$ cat src/hw/rtl/vn_pkg.sv
// Package for the 2D vector normalizer: payload types, pipeline widths and
// the per-bit trial functions of the square root and unit stages.
// No dependencies.
`timescale 1ns / 1ps
package vn_pkg;

	localparam int RootBits = 16;
	localparam int UnitBits = 15;

	typedef struct packed {
		logic signed [15:0] in_x;
		logic signed [15:0] in_y;
	} in_t;

	typedef struct packed {
		logic signed [15:0] unit_x;
		logic signed [15:0] unit_y;
		logic [15:0]        vec_length;
		logic               is_zero;
	} out_t;

	// Squares and sum of squares with the component signs.
	typedef struct packed {
		logic [31:0] sum;
		logic [30:0] x2;
		logic [30:0] y2;
		logic        nx;
		logic        ny;
	} pay_t;

	// Unit magnitudes and length ahead of the output register.
	typedef struct packed {
		logic [14:0] q_x;
		logic [14:0] q_y;
		logic        nx;
		logic        ny;
		logic [15:0] len;
		logic        zero;
	} unit_res_t;

	// Square of (root | 2^i), given sq = root^2.
	function automatic logic [33:0] sqrt_trial(logic [31:0] sq, logic [15:0] root, int i);
		return {2'b0, sq} + ({18'b0, root} << (i + 1)) + (34'd1 << (2 * i));
	endfunction

	// (q + 2^b)^2 * s, given p = q^2 * s and r = q * s.
	function automatic logic [62:0] unit_trial(logic [58:0] p, logic [45:0] r,
			logic [31:0] s, int b);
		return {4'b0, p} + ({17'b0, r} << (b + 1)) + ({31'b0, s} << (2 * b));
	endfunction

endpackage

$ cat src/hw/rtl/vn_isqrt.sv
// Bit-per-stage integer square root of the sum of squares, 16 stages.
// Depends on vn_pkg.
`timescale 1ns / 1ps
module vn_isqrt import vn_pkg::*; (
	input  logic        clk,
	input  logic        arst_n,
	input  logic        adv,
	input  logic        valid_in,
	input  pay_t        pay_in,
	output logic        valid_out,
	output pay_t        pay_out,
	output logic [15:0] root_out
);

	logic        valid_s [RootBits];
	pay_t        pay_s   [RootBits];
	logic [15:0] root_s  [RootBits];
	logic [31:0] sq_s    [RootBits];

	for (genvar k = 0; k < RootBits; k++) begin : g_stage
		logic        v_i;
		pay_t        p_i;
		logic [15:0] r_i;
		logic [31:0] sq_i;
		logic [33:0] trial;
		logic        take;

		if (k == 0) begin : g_first
			assign v_i  = valid_in;
			assign p_i  = pay_in;
			assign r_i  = '0;
			assign sq_i = '0;
		end else begin : g_next
			assign v_i  = valid_s[k-1];
			assign p_i  = pay_s[k-1];
			assign r_i  = root_s[k-1];
			assign sq_i = sq_s[k-1];
		end

		assign trial = sqrt_trial(sq_i, r_i, RootBits - 1 - k);
		assign take  = trial <= {2'b0, p_i.sum};

		always_ff @(posedge clk or negedge arst_n) begin
			if (!arst_n) begin
				valid_s[k] <= 1'b0;
			end else if (adv) begin
				valid_s[k] <= v_i;
			end
		end

		always_ff @(posedge clk) begin
			if (adv) begin
				pay_s[k]  <= p_i;
				root_s[k] <= take ? (r_i | (16'd1 << (RootBits - 1 - k))) : r_i;
				sq_s[k]   <= take ? trial[31:0] : sq_i;
			end
		end
	end

	assign valid_out = valid_s[RootBits-1];
	assign pay_out   = pay_s[RootBits-1];
	assign root_out  = root_s[RootBits-1];

endmodule

$ cat config.mk
export PLATFORM = sky130hd
export DESIGN_NAME = vn_isqrt
export DESIGN_NICKNAME = d
export VERILOG_FILES = /design/src/hw/rtl/vn_pkg.sv /design/src/hw/rtl/vn_isqrt.sv
export SDC_FILE = /design/constraint.sdc
export NUM_CORES = 2
export LEC_CHECK = 0
export CAP_MARGIN = 20
export CORE_ASPECT_RATIO = 1.25
export CORE_MARGIN = 2
export CORE_UTILIZATION = 64
export DETAILED_ROUTE_END_ITERATION = 12
export DONT_BUFFER_PORTS = 1
export PLACE_DENSITY = 0.84
export SYNTH_ARGS = -nofsm -noshare
export SYNTH_HDL_FRONTEND = slang
export SYNTH_SLANG_ARGS = --single-unit
$ cat constraint.sdc
create_clock -name clk -period 9.1 [get_ports clk]
set_input_delay 0.91 -clock clk [delete_from_list [all_inputs] [get_ports clk]]
set_output_delay 0.91 -clock clk [all_outputs]
set_load 0.1 [all_outputs]
==> results.toml <==
[outcome]
status = "finished clean"

[clock_tree]
clock_latency_ns = 0.79
cts_tree = "yes"
cts_sinks = 1899
clockBufferDepth = 3
cts.root.buffer_cell = "clkbuf_16"
clkSlewWorstSetupHoldPaths_ns = 0.07
cts.repair.resized = 0
cts_buffers = 171
htree_levels = 4

[setup_path]
cp-start-kind = "register"
endpoint_kind = "register"
arrival_ns = 6.35
crit_path_max_fanout = 22
crit_type = "register to register"
r2r_start = "root_s[5][22]"
critical_path_required_ns = 9.64
crit_start = "root_s[5][22]"

[power_and_ir_drop]
p_int_uw = 16200
leakage_uw = 0.0293
seq_power_share_pct = 51.1
power_frac_clock_pct = 31.6
combPwrFrac_pct = 17.3
vdd_drop_max_mv = 0.261
powerDensity_nw_per_um2 = 276
sw_frac_of_total_pct = 26.9
p_sw_uw = 5970

[routing]
routed_wl_mm = 123
vias = 34247
drt_pass1_iterations = 6
avgRoutedWirePerCell_um = 20.9
drcViolationCount = 0
final_antenna_net_count = 0
drt-initial-drc-count = 3073
via_per_inst = 5.81

[placed_design]
post-place-ws_ns = 3.48
gp_congestion = 0.942
hpwlAfterDp_mm = 75.4
port_buffers = 0

[sta]
fin_ws_ns = 3.29
hold_ws_ns = 0.205
slew_headroom_pct = 3.33
tightest_slew_ns = 1.45
fin_worst_skew_ns = 0.0227
period_share_pct = 63.8
rsz0062_at_grt = "no"
hold_viol_final = 0
slew_viol_final = 0
finalSetupViolations = 0
fmax_ghz = 0.172
fin_crit_ns = 5.81
final.setup.tns_ns = 0

[global_routing]
grt_pass1_vias = 35096
antenna_found_initial = 8
grt_overflow = 0
grt_start_max_net_pins = 281
track_usage_pct = 21.4
grt_pass1_wl_mm = 191

[synth]
yosys_warnings = 0
synth_edf_count = 1883
yosysMostFrequentCell = "edfxtp_1"
synth_area_leaders = "edfxtp_1, ha_1, xnor2_1"
netlist_area_um2 = 73100
ys_async_sr_fraction_pct = 0.843
yosys.area.top_type = "edfxtp_1"
syn_inst = 4133
synth_ff_type = "edfxtp_1"
synth.net_count = 4565
synth_cell_types = 88
syn_area_per_cell_um2 = 17.7
ys_top_cells_by_count = "edfxtp_1, ha_1, inv_1, nand2_1, xnor2_1"
post-synth-top-area-fraction_pct = 77.3
ys_seq_area_share_pct = 77.9
ys_ff_latch = 1899

[finish]
fillCellCount = 6629
area_growth_pct = 10.1
final_util_pct = 71.1
fin_nets = 4717
drive_gt1_share_pct = 8.96

[floorplan]
die-height_um = 382
rows = 138
die_area_um2 = 117000
die_w_um = 306
start_util_pct = 64.6
io_pins = 213
fp.coreArea_um2 = 113000

[hold_path]
hold_class = "input port to register"
worstHoldStart = "pay_in[38]"

[flow_run]
max_cap_violations = 0
worst max-delay path, stage by stage (launching register included):
cell and delay [ns]:
edfxtp_1 0.41, ha_1 0.42, nand3_1 0.12, a211oi_1 0.69, a221oi_1 0.30, nor3_1 0.59, and3_1 0.33, nand3_1 0.12
xnor2_1 0.28, ha_1 0.31, a211oi_1 0.20, o21ai_0 0.12, a21oi_1 0.38, nand4_1 0.29, a32oi_2 0.22, buf_4 0.34
mux2_2 0.39
routing by layer:
metal  track usage, %  part of all wire (%)
met1             23.2                    36
met2             39.4                    55
met3             3.92                   4.4
met4             11.7                   5.3
met5                0                 0.011
cells in the final DEF, fill, tap and decap left out, types with 19 or more instances in the layout:
master	count
ha_1	332
a21oi_1	142
nand4_1	69
clkinv_2	30
mux2_2	84
clkbuf_16	176
o21ai_0	57
xor2_1	118
a21o_1	67
nor2_1	130
a211oi_1	25
and3_1	39
nor4_1	44
clkbuf_1	29
inv_1	263
nor2b_1	33
nor3_1	66
xnor2_1	149
nand3_1	83
clkinv_1	43
nand2_1	152
o21a_1	30
nor3b_1	19
edfxtp_1	1883
and2_1	24
a31oi_1	33
through the flow:
stage / area (µm²) / total power [µW] / cells
after floorplan: 73100 / 14100 / 4133
after global placement: 75000 / 15000 / 5579
after detailed placement: 75000 / 15200 / 5579
after CTS: 80500 / 22300 / 5889
after global routing: 80500 / 23100 / 5893
final: 80500 / 22200 / 5895
repair_timing:
item | CTS | global route
hold endpoints to repair | 16 | 0
setup buffers | 0 | 0
hold buffers | 1 | 0
setup endpoints to repair | 0 | 0
sequential cells by signal, indices dropped and copies added (netlist names):
name / cells
sq_s: 225
pay_s: 1536
root_s: 122
g_stage.v_i: 15
valid_out: 1
cell families (layout without fill, tap and decap cells):
group	count (synthesis)	in the layout	synth area share, %
compound gates	467	467	4.36
xor+xnor	267	267	3.20
fa+ha+maj	332	332	5.68
buf+inv	296	584	1.56
flops	1899	1899	77.9
mux	112	112	1.76
other cells	0	4	0
simple gates	760	760	5.56
power by group through the flow:
stage	clock network (µW)	logic, µW	registers, µW
2_1_floorplan	0	2830	11300
4_1_cts	7190	3810	11300
3_5_place_dp	0	3720	11500
6_report	7020	3840	11300
5_1_grt	7470	4250	11400
3_3_place_gp	0	3570	11500
final timing paths:
| path | end | slack, ns | cells past startpoint |
|---|---|---|---|
| max | sq_s[6][10] | 3.29 | 16 |
| min | pay_s[0][38] | 0.20 | 0 |
| max reg2reg | sq_s[6][10] | 3.29 | 16 |
| min reg2reg | pay_s[0][506] | 0.41 | 0 |
| max in group asynchronous | g_stage[7].v_i | 8.07 | 1 |
| min in group asynchronous | g_stage[8].v_i | 0.60 | 1 |
cell type report:
| type | count | area (µm²) | area share [%] |
|---|---|---|---|
| Multi-Input combinational cell | 1938 | 15000 | 18.7 |
| Inverter | 263 | 987 | 1.23 |
| Sequential cell | 1899 | 56900 | 70.7 |
| Antenna cell | 4 | 10.0 | 0.0124 |
| Clock buffer | 205 | 4510 | 5.60 |
| Clock inverter | 104 | 960 | 1.19 |
| Timing Repair Buffer | 12 | 230 | 0.286 |
| Tap cell | 1470 | 1840 | 2.28 |
Note: power is estimated with default switching activity, not from simulation.
