==> src/hw/rtl/vn_pkg.sv <==
// Package for the 2D vector normalizer: payload types, pipeline widths and
// the per-bit trial functions of the square root and unit stages.
// No dependencies.
`timescale 1ns / 1ps
package vn_pkg;

	localparam int RootBits = 16;
	localparam int UnitBits = 15;

	typedef struct packed {
		logic signed [15:0] in_x;
		logic signed [15:0] in_y;
	} in_t;

	typedef struct packed {
		logic signed [15:0] unit_x;
		logic signed [15:0] unit_y;
		logic [15:0]        vec_length;
		logic               is_zero;
	} out_t;

	// Squares and sum of squares with the component signs.
	typedef struct packed {
		logic [31:0] sum;
		logic [30:0] x2;
		logic [30:0] y2;
		logic        nx;
		logic        ny;
	} pay_t;

	// Unit magnitudes and length ahead of the output register.
	typedef struct packed {
		logic [14:0] q_x;
		logic [14:0] q_y;
		logic        nx;
		logic        ny;
		logic [15:0] len;
		logic        zero;
	} unit_res_t;

	// Square of (root | 2^i), given sq = root^2.
	function automatic logic [33:0] sqrt_trial(logic [31:0] sq, logic [15:0] root, int i);
		return {2'b0, sq} + ({18'b0, root} << (i + 1)) + (34'd1 << (2 * i));
	endfunction

	// (q + 2^b)^2 * s, given p = q^2 * s and r = q * s.
	function automatic logic [62:0] unit_trial(logic [58:0] p, logic [45:0] r,
			logic [31:0] s, int b);
		return {4'b0, p} + ({17'b0, r} << (b + 1)) + ({31'b0, s} << (2 * b));
	endfunction

endpackage

==> src/hw/rtl/vn_square.sv <==
// Input stages of the normalizer: component magnitudes, squares and their sum.
// Depends on vn_pkg.
`timescale 1ns / 1ps
module vn_square import vn_pkg::*; (
	input  logic clk,
	input  logic arst_n,
	input  logic adv,
	input  logic in_valid,
	input  in_t  in_data,
	output logic valid_s2,
	output pay_t pay_s2
);

	logic [16:0] xe, ye, ax, ay;
	logic [33:0] px, py;
	logic        valid_s1;
	logic [30:0] x2_s1, y2_s1;
	logic        nx_s1, ny_s1;

	assign xe = {in_data.in_x[15], in_data.in_x};
	assign ye = {in_data.in_y[15], in_data.in_y};
	assign ax = xe[16] ? (~xe + 17'd1) : xe;
	assign ay = ye[16] ? (~ye + 17'd1) : ye;
	assign px = ax * ax;
	assign py = ay * ay;

	always_ff @(posedge clk or negedge arst_n) begin
		if (!arst_n) begin
			valid_s1 <= 1'b0;
			valid_s2 <= 1'b0;
		end else if (adv) begin
			valid_s1 <= in_valid;
			valid_s2 <= valid_s1;
		end
	end

	always_ff @(posedge clk) begin
		if (adv) begin
			x2_s1      <= px[30:0];
			y2_s1      <= py[30:0];
			nx_s1      <= xe[16];
			ny_s1      <= ye[16];
			pay_s2.sum <= {1'b0, x2_s1} + {1'b0, y2_s1};
			pay_s2.x2  <= x2_s1;
			pay_s2.y2  <= y2_s1;
			pay_s2.nx  <= nx_s1;
			pay_s2.ny  <= ny_s1;
		end
	end

endmodule

==> config.mk <==
export PLATFORM = sky130hd
export DESIGN_NAME = vn_square
export DESIGN_NICKNAME = d
export VERILOG_FILES = /design/src/hw/rtl/vn_pkg.sv /design/src/hw/rtl/vn_square.sv
export SDC_FILE = /design/constraint.sdc
export NUM_CORES = 1
export LEC_CHECK = 0
export BUFFER_PORTS_ARGS = -buffer_cell sky130_fd_sc_hd__buf_4
export CELL_PAD_IN_SITES_DETAIL_PLACEMENT = 1
export CELL_PAD_IN_SITES_GLOBAL_PLACEMENT = 1
export CORE_MARGIN = 1.5
export CORE_UTILIZATION = 25
export CTS_BUF_LIST = sky130_fd_sc_hd__clkbuf_2
export DETAILED_ROUTE_END_ITERATION = 8
export PLACE_DENSITY_LB_ADDON = 0.1
export SLEW_MARGIN = 40
export SYNTH_ARGS = -nofsm -noshare
export SYNTH_HDL_FRONTEND = slang
export SYNTH_SLANG_ARGS = --single-unit
==> constraint.sdc <==
create_clock -name clk -period 5.5 [get_ports clk]
set_input_delay 0.55 -clock clk [delete_from_list [all_inputs] [get_ports clk]]
set_output_delay 0.55 -clock clk [all_outputs]
set_load 0.05 [all_outputs]
==> impl_metrics.csv <==
group,metric,value,unit
status,status,"finished with violations",
status,violations,"negative setup slack",
clock_tree,clock_latency,0.87,ns
synth,synth_top_area_share,35.26,%
synth,synth_area_leader_cell,"fa_1",
placement,post-dp-hpwl,54700,µm
route,routed_via_density,4.164,
timing,worstMarginPinSlew,0.6797,ns
synth,netlist_instances,2136,
clock_tree,cts_buffers,17,
route,dr.pass1.iters,6,
synth,synth_edf_count,156,
route,met2WireLength,29820,µm
placement,dp_slack,-2.410,ns
clock_tree,clk_pin_slew,0.33,ns
synth,synthTopCellsByArea,"fa_1 35%, edfxtp_1 21%, ha_1 12%",
floorplanning,chipWidth,298.3,µm
route,routed_wl,62680,µm
timing,final_hold_viol_count,0,
timing,rsz0062_at_grt,"true",
floorplanning,rows,108,
flow_run,cap_violations,0,
setup_path,worst_setup_path_end_kind,"flop",
synth,syn_avg_cell_area,10.21,µm²
grt,grt_pass1_vias,19250,
floorplanning,die_height,298.3,µm
placement,port_buffers,130,
route,dr.max_layer_used,"met4",
floorplanning,initial_core_util,25.17,%
placement,gp_congestion,0.8019,
setup_path,r2r_setup_slack,2.04,ns
grt,grt_max_degree,90,
synth,synthDistinctLibCells,70,
setup_path,r2r_cells,9,
synth,yosysSeqAreaShare,21.72,%
layout,drive_gt1_share,34.47,%
setup_path,timing.rr.start,"x2_s1[4]$_DFFE_PP_",
synth,synth_common_cells,"587 x inv_1, 384 x fa_1, 213 x ha_1",
timing,finalCritPeriodShare,121.9,%
min_path,hp-start,"adv",
setup_path,worst-setup-path-type,"in -> reg",
min_path,min_to,"x2_s1[5]$_DFFE_PP_",
timing,setup_violations,35,
floorplanning,io_pins,133,
grt,grt_overflow,0,
setup_path,startpoint,"in_data[8]",
timing,slew_headroom,54.68,%
synth,synth.most_common_cell,"inv_1",
clock_tree,root_buffer,"clkbuf_2",
setup_path,crit_path_start_kind,"primary input",
clock_tree,cts_sinks,158,
floorplanning,dieArea,88980,µm²
synth,syn_area,21800,µm²
clock_tree,cts-htree-levels,4,
route,drt_iter0_drc,550,
grt,grt_pass1_wl,102500,µm
route,vias,16650,
timing,final-max-slew-violation-count,0,
grt,grt_usage,14.69,%
layout,layout.nets,3460,
route,routedWlPerCell,15.67,µm
layout,area_growth,39.51,%
setup_path,slowest_stage,"or4b_4",
timing,fmax,0.1491,GHz
min_path,min_path_type,"in -> reg",
route,wl_met1,30330,µm
setup_path,max_stage_delay,0.57,ns
grt,antenna_found_initial,3,
synth,synth_async_sr_flop_share,1.266,%
timing,layout_min_cycle_time,6.707,ns
timing,holdWs,0.1542,ns
synth,synth-seq-cells,158,
timing,fin_ws,-1.207,ns
setup_path,worst-path-max-fanout,3,
clock_tree,cts_tree,"yes",
setup_path,cp.required,6.12,ns
route,met3WireLength,2170,µm
route,drc,0,
timing,skew,0.06416,ns
clock_tree,clockBufferDepth,2,
synth,synth_top_flop_cell,"edfxtp_1",
setup_path,worstPathArrival,7.33,ns
floorplanning,core,86620,µm²
route,ant_nets,0,
min_path,hold_depth,1,
setup_path,r2r-end,"pay_s2[89]$_DFFE_PP_",
synth,ys_warn_count,0,
-- kinds of logic after synthesis --
group,Yosys count,synth area share [%]
buffers and inverters,629,10.86
adder cells (fa/ha/maj),597,47.49
AND/OR/NAND/NOR,419,8.564
AO/OA/AOI/OAI,212,6.486
flip-flops,158,21.72
XOR/XNOR,116,4.695
multiplexers,3,0.1492
other,2,0.03445
-- timing repair --
| item | 4_1_cts | 5_1_grt |
|---|---|---|
| setup buffers | 42 | 39 |
| setup endpoints to repair | 36 | 39 |
| resized for setup | 159 | 119 |
| hold buffers | 7 | 0 |
| hold endpoints to repair | 9 | 0 |
| pin swaps | 104 | 130 |
-- state kept, by name, indices dropped and copies added, names as in the netlist --
| signal | cells |
|---|---|
| pay_s2 | 94 |
| x2_s1 | 30 |
| y2_s1 | 30 |
| nx_s1 | 1 |
| ny_s1 | 1 |
| valid_s1 | 1 |
| valid_s2 | 1 |
-- cell usage in the layout (no fill, tap or decap), types with 6 or more instances in the layout --
master	count
ha_2	6
xnor2_2	6
nor3_1	10
buf_6	57
nor2b_1	6
dlygate4sd3_1	7
a211oi_1	6
clkbuf_2	17
nand2_2	28
fa_2	20
xor2_2	11
nor2_2	12
xor2_1	31
inv_1	525
buf_4	565
inv_8	6
nor2_4	15
ha_4	27
conb_1	69
ha_1	180
xnor2_1	64
o21a_1	17
nand4_1	10
nand2_4	10
a21oi_2	16
nand2b_1	12
or2_4	6
a21oi_1	35
a21o_1	29
nor2_1	107
inv_2	56
nand3_1	11
edfxtp_1	156
o21ai_4	9
nand2_1	135
fa_1	364
o21ai_0	22
-- worst max-delay path: cells and delay by family --
kind	cells	cell delay [ns]
AO/OA/AOI/OAI	4	0.90
XOR/XNOR	2	0.30
adder cells (fa/ha/maj)	7	3.16
buffers and inverters	8	0.72
AND/OR/NAND/NOR	7	1.68
-- how the worst max path moves through the flow --
stage | depth (start not counted) | endpoint
final | 28 | y2_s1[29]$_DFFE_PP_
after global routing | 27 | y2_s1[29]$_DFFE_PP_
after CTS | 26 | y2_s1[29]$_DFFE_PP_
after detailed placement | 26 | y2_s1[29]$_DFFE_PP_
after global placement | 25 | y2_s1[29]$_DFFE_PP_
after floorplan | 31 | x2_s1[27]$_DFFE_PP_
-- layer usage --
metal  vias up  track usage (%)
met4         0            1.245
li1       7909                -
met3        24            2.487
met5         -                0
met1      8546            20.68
met2       173            24.47
-- through the flow --
step / instance area, µm² / cells / TNS [ns] / util, %
after global placement: 28400 / 3882 / -69.01 / 32.78
after detailed placement: 28400 / 3882 / -72.34 / 32.78
after CTS: 29670 / 3961 / -21.50 / 34.25
after floorplan: 22980 / 2203 / -48.09 / -
after global routing: 30410 / 3999 / -28.32 / 35.11
final: 30410 / 3999 / -26.30 / 35.11
-- cell type report --
cell class	count	area, µm²
Fill cell	9776	56210
Sequential cell	158	4735
Tap cell	1155	1445
Clock inverter	15	180.2
Inverter	598	2286
Timing Repair Buffer	636	5079
Antenna cell	4	10.01
Clock buffer	17	85.08
Multi-Input combinational cell	1416	16590
Power is left out: the tool's default activity adds up to more than one toggle a clock period on the data nets, which glitch-free logic cannot reach.
